### config.mk
export PLATFORM = sky130hd
export DESIGN_NAME = hotkey_press_repeat_tracker_core
export DESIGN_NICKNAME = d
export VERILOG_FILES = /design/src/rtl/hprt_pkg.sv /design/src/rtl/hprt_div.sv /design/src/rtl/hprt_datapath.sv /design/src/rtl/hprt_ctrl.sv /design/src/rtl/hotkey_press_repeat_tracker_core.sv
export VERILOG_INCLUDE_DIRS = /design/src /design/src/rtl
export SDC_FILE = /design/constraint.sdc
export NUM_CORES = 2
export LEC_CHECK = 0
export BUFFER_PORTS_ARGS = -buffer_cell sky130_fd_sc_hd__buf_2
export CORE_MARGIN = 2
export CORE_UTILIZATION = 63
export DETAILED_ROUTE_END_ITERATION = 8
export GPL_ROUTABILITY_DRIVEN = 0
export HOLD_SLACK_MARGIN = 0.02
export PLACE_DENSITY = 0.8
export REMOVE_ABC_BUFFERS = 1
export SLEW_MARGIN = 30
export SYNTH_ARGS = -nofsm -noshare
export SYNTH_HDL_FRONTEND = slang
export SYNTH_SLANG_ARGS = --single-unit
### constraint.sdc
create_clock -name clk -period 13.37 [get_ports clk]
set_clock_uncertainty 0.05 [all_clocks]
set_input_delay 1.337 -clock clk [delete_from_list [all_inputs] [get_ports clk]]
set_output_delay 1.337 -clock clk [all_outputs]
set_load 0.01 [all_outputs]
### src/rtl/hotkey_press_repeat_tracker_core_defines.svh
// assertion macros for the tracker rtl
`ifndef HOTKEY_PRESS_REPEAT_TRACKER_CORE_DEFINES_SVH
`define HOTKEY_PRESS_REPEAT_TRACKER_CORE_DEFINES_SVH

`ifndef SYNTHESIS
// same-cycle implication
`define HPRT_ASSERT_IMP(label, clk, rst_n, ante, cons) \
	label: assert property (@(posedge clk) disable iff (!rst_n) (ante) |-> (cons)) \
		else $error("hprt implication check failed");
// next-cycle implication
`define HPRT_ASSERT_NXT(label, clk, rst_n, ante, cons) \
	label: assert property (@(posedge clk) disable iff (!rst_n) (ante) |=> (cons)) \
		else $error("hprt next-cycle check failed");
`else
`define HPRT_ASSERT_IMP(label, clk, rst_n, ante, cons)
`define HPRT_ASSERT_NXT(label, clk, rst_n, ante, cons)
`endif

`endif

### src/rtl/hprt_pkg.sv
`default_nettype none
package hprt_pkg;

	localparam int NUM_ACTIONS = 32;
	localparam int IDX_W = (NUM_ACTIONS > 1) ? $clog2(NUM_ACTIONS) : 1;

	localparam int OP_W = 2;
	localparam int ACT_W = 5;
	localparam int DT_W = 20;
	localparam int CFG_W = 24;
	localparam int HELD_W = 32;
	localparam int REG_IDX_W = 1;
	localparam int S_TDATA_W = 32;
	localparam int M_TDATA_W = 16;

	// operation codes
	localparam logic [OP_W-1:0] OP_TICK = 2'd0;
	localparam logic [OP_W-1:0] OP_CONSUME = 2'd1;
	localparam logic [OP_W-1:0] OP_REARM = 2'd2;

	// register indexes
	localparam logic [REG_IDX_W-1:0] REG_DELAY = 1'b0;
	localparam logic [REG_IDX_W-1:0] REG_PERIOD = 1'b1;

	localparam logic [CFG_W-1:0] DELAY_RESET = 24'd275000;
	localparam logic [CFG_W-1:0] PERIOD_RESET = 24'd50000;

	typedef struct packed {
		logic load;
		logic div_start;
		logic commit;
	} hprt_cmd_t;

	typedef struct packed {
		logic need_div;
		logic div_busy;
		logic div_last;
		logic out_free;
	} hprt_status_t;

endpackage
`default_nettype wire

### src/rtl/hprt_div.sv
`default_nettype none
// remainder unit, one numerator bit per cycle
module hprt_div (
	input  wire logic                           clk,
	input  wire logic                           arst_n,
	input  wire logic                           start,
	input  wire logic [hprt_pkg::HELD_W-1:0]    numer,
	input  wire logic [hprt_pkg::CFG_W-1:0]     denom,
	output logic                                busy,
	output logic                                last,
	output logic [hprt_pkg::CFG_W-1:0]          rem
);

	localparam int CNT_W = $clog2(hprt_pkg::HELD_W);

	logic [hprt_pkg::HELD_W-1:0] num_q;
	logic [hprt_pkg::CFG_W-1:0]  denom_q;
	logic [hprt_pkg::CFG_W-1:0]  rem_q;
	logic [CNT_W-1:0]            cnt_q;
	logic                        busy_q;
	logic [hprt_pkg::CFG_W:0]    trial;
	logic [hprt_pkg::CFG_W:0]    diff;
	logic                        ge;

	assign trial = {rem_q, num_q[hprt_pkg::HELD_W-1]};
	assign ge = trial >= {1'b0, denom_q};
	assign diff = trial - {1'b0, denom_q};

	always_ff @(posedge clk or negedge arst_n) begin
		if (!arst_n) begin
			busy_q <= 1'b0;
			cnt_q <= '0;
		end else if (start) begin
			busy_q <= 1'b1;
			cnt_q <= CNT_W'(hprt_pkg::HELD_W - 1);
		end else if (busy_q) begin
			if (cnt_q == '0) begin
				busy_q <= 1'b0;
			end else begin
				cnt_q <= cnt_q - 1'b1;
			end
		end
	end

	always_ff @(posedge clk) begin
		if (start) begin
			num_q <= numer;
			denom_q <= denom;
			rem_q <= '0;
		end else if (busy_q) begin
			num_q <= num_q << 1;
			rem_q <= ge ? diff[hprt_pkg::CFG_W-1:0] : trial[hprt_pkg::CFG_W-1:0];
		end
	end

	assign busy = busy_q;
	assign last = busy_q && (cnt_q == '0);
	assign rem = rem_q;

endmodule
`default_nettype wire

### src/rtl/hprt_datapath.sv
`default_nettype none
// per-action state table, item registers, update logic and result register
module hprt_datapath (
	input  wire logic                                clk,
	input  wire logic                                arst_n,
	input  wire hprt_pkg::hprt_cmd_t                 cmd,
	output hprt_pkg::hprt_status_t                   status,
	input  wire logic [hprt_pkg::OP_W-1:0]           operation,
	input  wire logic [hprt_pkg::ACT_W-1:0]          action_index,
	input  wire logic                                held_raw,
	input  wire logic                                is_keyboard,
	input  wire logic                                window_focused,
	input  wire logic                                capture_active,
	input  wire logic                                text_typing,
	input  wire logic [hprt_pkg::DT_W-1:0]           frame_time_us,
	input  wire logic                                cfg_we,
	input  wire logic [hprt_pkg::REG_IDX_W-1:0]      cfg_index,
	input  wire logic [hprt_pkg::CFG_W-1:0]          cfg_data,
	input  wire logic                                m_tready,
	output logic                                     m_tvalid,
	output logic [hprt_pkg::M_TDATA_W-1:0]           m_tdata
);

	localparam int NA = hprt_pkg::NUM_ACTIONS;
	localparam int HW = hprt_pkg::HELD_W;
	localparam int CW = hprt_pkg::CFG_W;

	// item registers
	logic [hprt_pkg::OP_W-1:0]  op_q;
	logic [hprt_pkg::ACT_W-1:0] act_q;
	logic                       held_q;
	logic                       kbd_q;
	logic                       focus_q;
	logic                       capture_q;
	logic                       typing_q;
	logic [hprt_pkg::DT_W-1:0]  dt_q;

	// configuration
	logic [CW-1:0] delay_q;
	logic [CW-1:0] period_q;

	// state table
	logic [NA-1:0] sup_q;
	logic [NA-1:0] dn_q;
	logic [NA-1:0] pd_q;
	logic [NA-1:0] rp_q;
	logic [HW-1:0] ht_q [NA];

	// result register
	logic                       out_valid_q;
	logic [hprt_pkg::ACT_W-1:0] out_act_q;
	logic                       out_pressed_q;
	logic                       out_por_q;
	logic                       out_down_q;
	logic                       out_cons_q;

	logic [hprt_pkg::IDX_W-1:0] idx;
	logic                       act_ok;
	logic                       sup, dn, pd, rp;
	logic [HW-1:0]              ht;
	logic                       gated, hold_sup, dn_tick, past_delay;
	logic [HW:0]                sum;
	logic [HW-1:0]              ht_sat;
	logic [HW-1:0]              step_full;
	logic [CW-1:0]              period_eff;
	logic [CW-1:0]              rem;
	logic [CW:0]                acc;
	logic                       fire;
	logic                       div_busy, div_last;
	logic                       n_sup, n_dn, n_pd, n_rp, n_cons;
	logic [HW-1:0]              n_ht;
	logic                       n_pressed;

	assign idx = hprt_pkg::IDX_W'(act_q);
	assign act_ok = int'(act_q) < NA;

	assign sup = sup_q[idx];
	assign dn = dn_q[idx];
	assign pd = pd_q[idx];
	assign rp = rp_q[idx];
	assign ht = ht_q[idx];

	assign gated = !focus_q || capture_q || (typing_q && kbd_q);
	assign hold_sup = sup && held_q;
	assign dn_tick = held_q && !gated;

	// saturating held time
	assign sum = {1'b0, ht} + (HW + 1)'(dt_q);
	assign ht_sat = sum[HW] ? '1 : sum[HW-1:0];
	assign past_delay = ht >= HW'(delay_q);

	assign period_eff = (period_q == '0) ? CW'(1) : period_q;

	// repeat fires when ((p - delay) mod period) + added time reaches the period
	assign step_full = ht_sat - ht;
	assign acc = {1'b0, rem} + (CW + 1)'(step_full[hprt_pkg::DT_W-1:0]);
	assign fire = acc >= {1'b0, period_eff};

	hprt_div u_div (
		.clk    (clk),
		.arst_n (arst_n),
		.start  (cmd.div_start),
		.numer  (ht - HW'(delay_q)),
		.denom  (period_eff),
		.busy   (div_busy),
		.last   (div_last),
		.rem    (rem)
	);

	always_comb begin
		n_sup = sup;
		n_dn = dn;
		n_pd = pd;
		n_rp = rp;
		n_ht = ht;
		n_cons = 1'b0;
		case (op_q)
			hprt_pkg::OP_TICK: begin
				if (hold_sup) begin
					n_dn = 1'b0;
					n_pd = 1'b0;
				end else begin
					n_sup = 1'b0;
					n_pd = dn;
					n_dn = dn_tick;
					n_rp = dn_tick && past_delay && fire;
					n_ht = dn_tick ? ht_sat : '0;
				end
			end
			hprt_pkg::OP_CONSUME: begin
				if (dn && !pd) begin
					n_pd = 1'b1;
					n_cons = 1'b1;
				end
			end
			hprt_pkg::OP_REARM: begin
				n_sup = 1'b1;
				n_dn = 1'b0;
				n_pd = 1'b0;
				n_rp = 1'b0;
				n_ht = '0;
			end
			default: begin
			end
		endcase
	end

	assign n_pressed = n_dn && !n_pd;

	always_ff @(posedge clk) begin
		if (cmd.load) begin
			op_q <= operation;
			act_q <= action_index;
			held_q <= held_raw;
			kbd_q <= is_keyboard;
			focus_q <= window_focused;
			capture_q <= capture_active;
			typing_q <= text_typing;
			dt_q <= frame_time_us;
		end
		if (cmd.commit) begin
			out_act_q <= act_q;
			out_pressed_q <= act_ok && n_pressed;
			out_por_q <= act_ok && (n_pressed || n_rp);
			out_down_q <= act_ok && n_dn;
			out_cons_q <= act_ok && n_cons;
		end
	end

	always_ff @(posedge clk or negedge arst_n) begin
		if (!arst_n) begin
			delay_q <= hprt_pkg::DELAY_RESET;
			period_q <= hprt_pkg::PERIOD_RESET;
		end else if (cfg_we) begin
			case (cfg_index)
				hprt_pkg::REG_DELAY: delay_q <= cfg_data;
				hprt_pkg::REG_PERIOD: period_q <= cfg_data;
				default: begin
				end
			endcase
		end
	end

	always_ff @(posedge clk or negedge arst_n) begin
		if (!arst_n) begin
			sup_q <= '1;
			dn_q <= '0;
			pd_q <= '0;
			rp_q <= '0;
			for (int i = 0; i < NA; i++) begin
				ht_q[i] <= '0;
			end
		end else if (cmd.commit && act_ok) begin
			sup_q[idx] <= n_sup;
			dn_q[idx] <= n_dn;
			pd_q[idx] <= n_pd;
			rp_q[idx] <= n_rp;
			ht_q[idx] <= n_ht;
		end
	end

	always_ff @(posedge clk or negedge arst_n) begin
		if (!arst_n) begin
			out_valid_q <= 1'b0;
		end else if (cmd.commit) begin
			out_valid_q <= 1'b1;
		end else if (m_tready) begin
			out_valid_q <= 1'b0;
		end
	end

	assign status.need_div = act_ok && (op_q == hprt_pkg::OP_TICK) && !hold_sup
		&& dn_tick && past_delay;
	assign status.div_busy = div_busy;
	assign status.div_last = div_last;
	assign status.out_free = !out_valid_q || m_tready;

	assign m_tvalid = out_valid_q;
	assign m_tdata = {7'b0, out_cons_q, out_down_q, out_por_q, out_pressed_q, out_act_q};

endmodule
`default_nettype wire

### src/rtl/hprt_ctrl.sv
`default_nettype none
// item sequencer
module hprt_ctrl (
	input  wire logic                    clk,
	input  wire logic                    arst_n,
	input  wire logic                    s_tvalid,
	output logic                         s_tready,
	input  wire hprt_pkg::hprt_status_t  status,
	output hprt_pkg::hprt_cmd_t          cmd
);

	typedef enum logic [1:0] {
		ST_IDLE,
		ST_CHECK,
		ST_DIV,
		ST_COMMIT
	} state_t;

	state_t state_q;

	assign s_tready = (state_q == ST_IDLE);
	assign cmd.load = s_tvalid && (state_q == ST_IDLE);
	assign cmd.div_start = (state_q == ST_CHECK) && status.need_div;
	assign cmd.commit = (state_q == ST_COMMIT) && status.out_free;

	always_ff @(posedge clk or negedge arst_n) begin
		if (!arst_n) begin
			state_q <= ST_IDLE;
		end else begin
			case (state_q)
				ST_IDLE: begin
					if (s_tvalid) state_q <= ST_CHECK;
				end
				ST_CHECK: begin
					state_q <= status.need_div ? ST_DIV : ST_COMMIT;
				end
				ST_DIV: begin
					if (status.div_last) state_q <= ST_COMMIT;
				end
				ST_COMMIT: begin
					if (status.out_free) state_q <= ST_IDLE;
				end
				default: state_q <= ST_IDLE;
			endcase
		end
	end

endmodule
`default_nettype wire

### src/rtl/hotkey_press_repeat_tracker_core.sv
// hotkey press and auto-repeat tracker: keeps edge, suppress, repeat and held-time
// state for each hotkey action and handles one action per input item, returning
// one result item per input item. an item goes through accept, check and commit,
// plus a remainder pass when the action is held past the repeat delay: the repeat
// test needs (held - delay) mod period, from a bit-serial remainder unit at one bit
// per cycle over the 32-bit held time. the next item is accepted as soon as the
// previous one has committed, even while its result still waits in the output
// register. configuration is written through cfg_we / cfg_index / cfg_data (index
// 0 repeat delay, index 1 repeat period, both in microseconds); the user must write
// it only while idle, not enforced by the block; a period of zero behaves as one.
`default_nettype none
`include "hotkey_press_repeat_tracker_core_defines.svh"
module hotkey_press_repeat_tracker_core (
	input  wire logic                                   clk,
	input  wire logic                                   arst_n,
	// input items
	input  wire logic                                   s_tvalid,
	output logic                                        s_tready,
	// action_index, held_raw, is_keyboard, window_focused, capture_active,
	// text_typing, frame_time_us, zero fill
	input  wire logic [hprt_pkg::S_TDATA_W-1:0]         s_tdata,
	// operation
	input  wire logic [hprt_pkg::OP_W-1:0]              s_tuser,
	// result items
	output logic                                        m_tvalid,
	input  wire logic                                   m_tready,
	// out_action, pressed, pressed_or_repeated, is_down, consumed, zero fill
	output logic [hprt_pkg::M_TDATA_W-1:0]              m_tdata,
	// configuration writes
	input  wire logic                                   cfg_we,
	input  wire logic [hprt_pkg::REG_IDX_W-1:0]         cfg_index,
	input  wire logic [hprt_pkg::CFG_W-1:0]             cfg_data
);

	hprt_pkg::hprt_cmd_t    cmd;
	hprt_pkg::hprt_status_t status;

	// sequencer: accept, optional remainder pass, commit when the result slot is free
	hprt_ctrl u_ctrl (
		.clk      (clk),
		.arst_n   (arst_n),
		.s_tvalid (s_tvalid),
		.s_tready (s_tready),
		.status   (status),
		.cmd      (cmd)
	);

	// unpack the item fields straight off the bus
	hprt_datapath u_dp (
		.clk            (clk),
		.arst_n         (arst_n),
		.cmd            (cmd),
		.status         (status),
		.operation      (s_tuser),
		.action_index   (s_tdata[4:0]),
		.held_raw       (s_tdata[5]),
		.is_keyboard    (s_tdata[6]),
		.window_focused (s_tdata[7]),
		.capture_active (s_tdata[8]),
		.text_typing    (s_tdata[9]),
		.frame_time_us  (s_tdata[29:10]),
		.cfg_we         (cfg_we),
		.cfg_index      (cfg_index),
		.cfg_data       (cfg_data),
		.m_tready       (m_tready),
		.m_tvalid       (m_tvalid),
		.m_tdata        (m_tdata)
	);

	// a result is only written into a free output slot
	`HPRT_ASSERT_IMP(a_commit_slot_free, clk, arst_n, cmd.commit, !m_tvalid || m_tready)
	// the remainder unit is never restarted while it is working
	`HPRT_ASSERT_IMP(a_div_start_idle, clk, arst_n, cmd.div_start, !status.div_busy)
	// one item in flight: no accept right after an accept
	`HPRT_ASSERT_NXT(a_one_in_flight, clk, arst_n, s_tvalid && s_tready, !s_tready)
	// a committed result shows up on the output
	`HPRT_ASSERT_NXT(a_commit_shows, clk, arst_n, cmd.commit, m_tvalid)

endmodule
`default_nettype wire

# Word level (Yosys, flattened, before mapping)
# Cells that the tools add are included.
[word_totals]
ff_bits = 1330
inputBits = 64
output_inout_bits = 18
word_cells = 169
[classes]
addsub = 6
magnitude_cmp = 7
eq_ne = 9
n_mux = 51
bitwise = 2
n_reduce_logical = 36
[ops]
columns = ["op", "n"]
rows = [
  ["$bwmux W1024", 1],
  ["$mux W32", 8],
  ["$bmux W32 S5", 1],
  ["$demux W32 S5", 1],
  ["$bwmux W32", 4],
  ["$pmux W32 S2", 1],
  ["$ge A25 B24 Y1", 2],
  ["$mux W24", 2],
  ["$add A32 B20 Y33", 1],
  ["$ge A32 B24 Y1", 1],
  ["$sub A32 B24 Y32", 1],
  ["$add A24 B20 Y25", 1],
  ["$logic_not A24 Y1", 1],
  ["$sub A24 B24 Y24", 1],
  ["$bmux W1 S5", 4],
  ["$sub A20 B20 Y20", 1],
  ["$mux W1", 17],
  ["$logic_and A1 B1 Y1", 16],
  ["$mux W5", 3],
  ["$pmux W2 S4", 1],
  ["$eq A2 B2 Y1 const B", 3],
  ["$ge A6 B6 Y1 const B", 1],
  ["$logic_not A1 Y1", 6],
  ["$lt A5 B6 Y1 const B", 1],
  ["other kinds (18)", 32],
]

# Depth between registers and ports, before layout
[depth]
depth_word = 13
depth_mapped = 53
depth_no_buf = 44

# Modules after synthesis
# Synthesis repeated with hierarchy kept, for this count alone.
[unflattened]
hier_cells = 6106
hier_area_um2 = 63762.4
[modules_own_cells]
columns = ["module", "n_inst", "cells_each", "area_per_inst_um2"]
rows = [
  ["hprt_datapath", 1, 5654, 58842.7],
  ["hprt_div", 1, 432, 4718.3],
  ["hprt_ctrl", 1, 20, 201.4],
]

# Worst setup path before layout
# OpenSTA, ideal clock, no wires.
[synth_timing]
path_type = "flip-flop to flip-flop"
startpoint = "register u_dp.act_q[0] in the netlist's numbering"
endpoint = "register u_dp.out_por_q, data pin"
arrival_ps = 10914
slack_ps = 2138
stages_incl_launch_ff = 47
cell_sequence = "edfxtp_1 > buf_2 > buf_2 > buf_4 > buf_4 > buf_1 > mux4_2 > a22oi_1 > and4_1 > inv_1 > fa_1 > a211oi_1 > o211a_1 > o41ai_1 > a21oi_1 > o21ai_0 > a21oi_1 > nor3_2 > [11 not listed] > a31o_2 > a41o_1 > o41ai_1 > o21ai_0 > a21o_1 > a21oi_1 > xnor2_1 > ha_1 > nor2b_1 > o21ai_0 > o211ai_1 > a21oi_1 > o21ai_0 > a21o_1 > a221o_1 > o21ai_1 > clkbuf_1 > nand2_1"
[synth_between]
elab_chain_len = 13
word_cells_on_any_way = 33
[synth_lines]
columns = ["item", "line", "text"]
rows = [
  ["start, declared", "hprt_datapath.sv:30", "logic [hprt_pkg::ACT_W-1:0] act_q;"],
  ["start signal, assigned", "hprt_datapath.sv:153", "act_q <= action_index;"],
  ["$not A5 Y6 (not written as such)", "hprt_datapath.sv:81", "assign ht = ht_q[idx];"],
  ["$bmux W32 S5", "hprt_datapath.sv:81", ""],
  ["$mux W32 (not written as such) (2 in series)", "hprt_datapath.sv:81", ""],
  ["$add A32 B20 Y33", "hprt_datapath.sv:88", "assign sum = {1'b0, ht} + (HW + 1)'(dt_q);"],
  ["$mux W32", "hprt_datapath.sv:89", "assign ht_sat = sum[HW] ? '1 : sum[HW-1:0];"],
  ["$sub A20 B20 Y20", "hprt_datapath.sv:95", "assign step_full = ht_sat - ht;"],
  ["$add A24 B20 Y25", "hprt_datapath.sv:96", "assign acc = {1'b0, rem} + (CW + 1)'(step_full[hprt_pkg::DT_W-1:0]);"],
  ["$ge A25 B24 Y1", "hprt_datapath.sv:97", "assign fire = acc >= {1'b0, period_eff};"],
  ["$logic_and A1 B1 Y1", "hprt_datapath.sv:126", "n_rp = dn_tick && past_delay && fire;"],
  ["$mux W1", "hprt_datapath.sv:119", "if (hold_sup) begin"],
  ["$pmux W1 S2", "hprt_datapath.sv:117", "case (op_q)"],
  ["$logic_or A1 B1 Y1 *", "hprt_datapath.sv:164", "out_por_q <= act_ok && (n_pressed || n_rp);"],
  ["end signal, assigned", "hprt_datapath.sv:164", ""],
  ["end, declared", "hprt_datapath.sv:53", "logic out_por_q;"],
]
# Mark *: on every way between the ends. The rest lies on a longest branch, timed or not. The select of a mux whose other input is x is not followed.
# A chain may end at the register's enable or synchronous reset.

# Final worst setup path
# Ends and elaborated chain as after synthesis.

==> impl_metrics.csv <==
group,metric,value,unit
critical_path,timing.rr.end,"u_dp.out_por_q$_DFFE_PP_",
power_and_ir_drop,design_power_total,9.77,mW
synth,synth_async_sr_flop_share,0.909,
critical_path,reg2reg_setup_slack,1.17,ns
power_and_ir_drop,peakVddDrop,0.122,mV
floorplanning,floorplan.rows,116,
routing,detail_route.wirelength,181000,µm
routing,mean_number_of_vias_per_cell,6.56,
critical_path,cp.depth,43,
critical_path,worst_setup_path_start_kind,"flop",
floorplanning,chipHeight,321,µm
synth,synth_ff_type,"dfrtp_1",
clock_tree,clk-insertion-delay-late,0.77,ns
critical_path,critical_path.most_common_cell,"a21oi_1",
synth,postSynthAreaPerCell,10.2,µm²
grt,grt_pass1_vias,48600,
job,timing.max_cap.violations,0,
synth,synth-edff-count,97,
sta,period_share,0.913,
routing,vias,48500,
clock_tree,clk_transition_reported_paths,0.06,ns
clock_tree,clock-root-buffer,"clkbuf_16",
routing,dr.pass1.iters,7,
sta,timing.max_slew.rel_slack,0.321,
floorplanning,floorplan.io_pins,82,
synth,synth.ff_latch_count,1330,
critical_path,timing.rr.start,"u_dp.act_q[0]$_DFFE_PP_",
synth,cell_area_after_synthesis,63100,µm²
grt,antenna_violations_before_repair,0,
routing,post_drt_wl_per_cell,24.5,µm
grt,grt_first_pass_wirelength,282000,µm
grt,grtUsageTotal,0.360,
critical_path,critical_path.slowest_cell,"buf_4",
layout,antenna-diode-count,0,
layout,layout.nets,6185,
routing,drtAntennaViolNets,0,
critical_path,worstPathMaxFanout,34,
sta,final_max_slew_viol_count,0,
placement,detailed_place_hpwl,103000,µm
layout,syn_to_final_growth,9.77,%
clock_tree,ctsLongestPathBuffers,3,
floorplanning,floorplan.die.width,321,µm
clock_tree,cts_tree,"done",
clock_tree,ctsHoldBuffers,0,
sta,rsz0062_at_grt,"false",
floorplanning,placeableCoreArea,99700,µm²
synth,synth_cell_type_count,81,
floorplanning,initial_core_util,0.633,
power_and_ir_drop,power.density,141,nW/µm²
placement,buffer_ports.inserted,72,
critical_path,cp-end-kind,"flop",
layout,final.fill_count,6957,
critical_path,worstSetupEndpoint,"u_dp.out_por_q$_DFFE_PP_",
sta,post-route-min-period,12.20,ns
power_and_ir_drop,leakagePower,30.4,nW
critical_path,criticalPathCategory,"flop to flop",
clock_tree,maximum_level_of_the_cts_h_tree,4,
critical_path,worst_reg_to_reg_path_cell_count,43,
worst_hold_path,timing.hold.worst_path_depth,2,
sta,worstMarginPinSlew,1.01,ns
synth,yosys_synthesis_warning_count,0,
critical_path,cp_top_family,"compound AO/OA/AOI/OAI gates",
synth,post_synth_inst_count,6175,
critical_path,worstPathBufferInverterCount,3,
routing,drc,0,
outcome,run_status,"completed",
layout,utilization,0.695,
synth,synth.yosys.seq_area_share,0.534,
routing,drt_iter0_drc,6097,
critical_path,crit_path_max_incr_delay,0.63,ns
sta,report.final.setup_viol,0,
clock_tree,cts_num_sinks,1330,
grt,grt_max_degree,171,
critical_path,worstPathArrival,12.62,ns
worst_hold_path,timing.hold.worst.class,"flop to flop",
clock_tree,numCtsBuffers,139,
grt,grt.overflow.total,0,
clock_tree,resized_after_cts,0,
clock_tree,cts.repair_timing.setup_buffer_count,0,
sta,upper_clock_frequency_limit,82.0,MHz
layout,fraction_of_final_layout_cells_with_drive_strength_greater_than_1,0.129,
floorplanning,dieArea,103000,µm²
critical_path,timing.critical_path.from,"u_dp.act_q[0]$_DFFE_PP_",
sta,hold_viol_final,0,
critical_path,required,13.79,ns
sta,totalNegativeSetupSlack,0,ns
==> metal layers <==
layer,track usage,part of all wire,up-vias
met5,0,0,-
met4,0.190,0.056,0
met3,0.0881,0.11,720
met2,0.559,0.46,2728
met1,0.472,0.37,23800
li1,-,-,21200
==> synth_stat cells (27+ instances only) <==
library cell | instances | area share
o21ai_1 | 70 | 0.0055
a22oi_1 | 115 | 0.014
clkbuf_1 | 414 | 0.025
xnor2_1 | 67 | 0.0093
ha_1 | 139 | 0.028
nand3_1 | 29 | 0.0023
mux2i_1 | 208 | 0.033
inv_1 | 135 | 0.0080
dfstp_2 | 45 | 0.019
o21ai_0 | 1126 | 0.089
nor4_1 | 33 | 0.0033
a21oi_1 | 152 | 0.012
nand2b_1 | 27 | 0.0027
dfrtp_1 | 1164 | 0.46
a21o_1 | 56 | 0.0067
mux2_2 | 29 | 0.0052
o21ai_2 | 30 | 0.0042
nand2_1 | 1298 | 0.077
nor2_1 | 174 | 0.010
o22ai_1 | 99 | 0.0098
mux4_2 | 192 | 0.068
buf_2 | 62 | 0.0049
edfxtp_1 | 97 | 0.046
xor2_1 | 40 | 0.0055
==> per-stage QoR <==
step	std cells	setup slack [ns]	hold slack, ns	instance area, µm²
global route	7391	0.371	0.442	69300
detailed placement	7133	1.51	0.414	64400
finish	7391	1.17	0.426	69300
floorplan	5659	-7.34	0.395	61000
CTS	7390	1.36	0.427	69200
global placement	7131	1.71	0.406	64200
==> state kept, by name, indices dropped and copies added (netlist names), 2 cells and up <==
| signal | cells |
|---|---|
| u_dp.period_q | 24 |
| u_ctrl.state_q | 2 |
| u_dp.pd_q | 32 |
| u_dp.delay_q | 24 |
| u_dp.rp_q | 32 |
| u_dp.sup_q | 32 |
| u_dp.u_div.num_q | 32 |
| u_dp.op_q | 2 |
| u_dp.dn_q | 32 |
| u_dp.act_q | 5 |
| u_dp.out_act_q | 5 |
| u_dp.dt_q | 20 |
| u_dp.u_div.cnt_q | 5 |
| u_dp.u_div.rem | 24 |
| u_dp.ht_q | 1024 |
| u_dp.u_div.denom_q | 24 |
==> cells by family (layout without fill, tap and decap cells) <==
family          count (synthesis)  count (layout)  share of synthesized area
other cells                     1               7                  0.0000594
xor+xnor                      107             107                     0.0148
flops                        1330            1330                      0.534
fa+ha+maj                     144             144                     0.0291
compound gates               1783            1783                      0.159
buf+inv                       658             570                     0.0428
mux                           429             429                      0.107
simple gates                 1723            1723                      0.114
==> worst register-to-register path: cells and delay by family (launching register included) <==
family	cells	cell delay, ns
AO/OA/AOI/OAI	24	5.63
AND/OR/NAND/NOR	9	2.03
adder cells (fa/ha/maj)	5	1.70
buffers and inverters	3	1.20
multiplexers	1	0.62
flip-flops	1	0.51
XOR/XNOR	1	0.16
==> worst min path at each step <==
stage / from / endpoint
4_1_cts: u_dp.ht_q[350]$_DFFE_PN0P_ / u_dp.ht_q[350]$_DFFE_PN0P_
6_report: u_dp.ht_q[530]$_DFFE_PN0P_ / u_dp.ht_q[530]$_DFFE_PN0P_
3_3_place_gp: u_dp.ht_q[428]$_DFFE_PN0P_ / u_dp.ht_q[428]$_DFFE_PN0P_
3_5_place_dp: u_dp.ht_q[350]$_DFFE_PN0P_ / u_dp.ht_q[350]$_DFFE_PN0P_
5_1_grt: u_dp.ht_q[807]$_DFFE_PN0P_ / u_dp.ht_q[807]$_DFFE_PN0P_
2_1_floorplan: u_dp.dn_q[10]$_DFFE_PN0P_ / u_dp.dn_q[10]$_DFFE_PN0P_
==> cell type report <==
type                            instances  area [µm²]  share of cell area
Inverter                              136         510             0.00736
Clock inverter                         60         687             0.00991
Multi-Input combinational cell       4193       27400               0.396
Sequential cell                      1330       33700               0.486
Timing Repair Buffer                  177        1320              0.0191
Tap cell                             1298        1620              0.0234
Clock buffer                          197        4040              0.0583
==> where the power goes <==
| group | leakage, nW | internal [mW] | switching (mW) | total, mW |
|---|---|---|---|---|
| Sequential | 17.7 | 4.30 | 0.141 | 4.44 |
| Combinational | 10.4 | 0.474 | 0.876 | 1.35 |
| Clock | 2.33 | 2.32 | 1.66 | 3.98 |
==> cell usage in the layout, fill, tap and decap left out, types with 45 or more instances in the layout <==
cell,n
a21o_1,56
a21oi_1,151
a22oi_1,114
buf_2,71
buf_4,88
clkbuf_16,142
dfrtp_1,1164
dfstp_2,45
edfxtp_1,97
ha_1,139
inv_1,135
mux2i_1,208
mux4_2,192
nand2_1,1264
nor2_1,173
o21ai_0,1126
o21ai_1,68
o22ai_1,98
xnor2_1,67
Power figures use the tool's default switching activity.
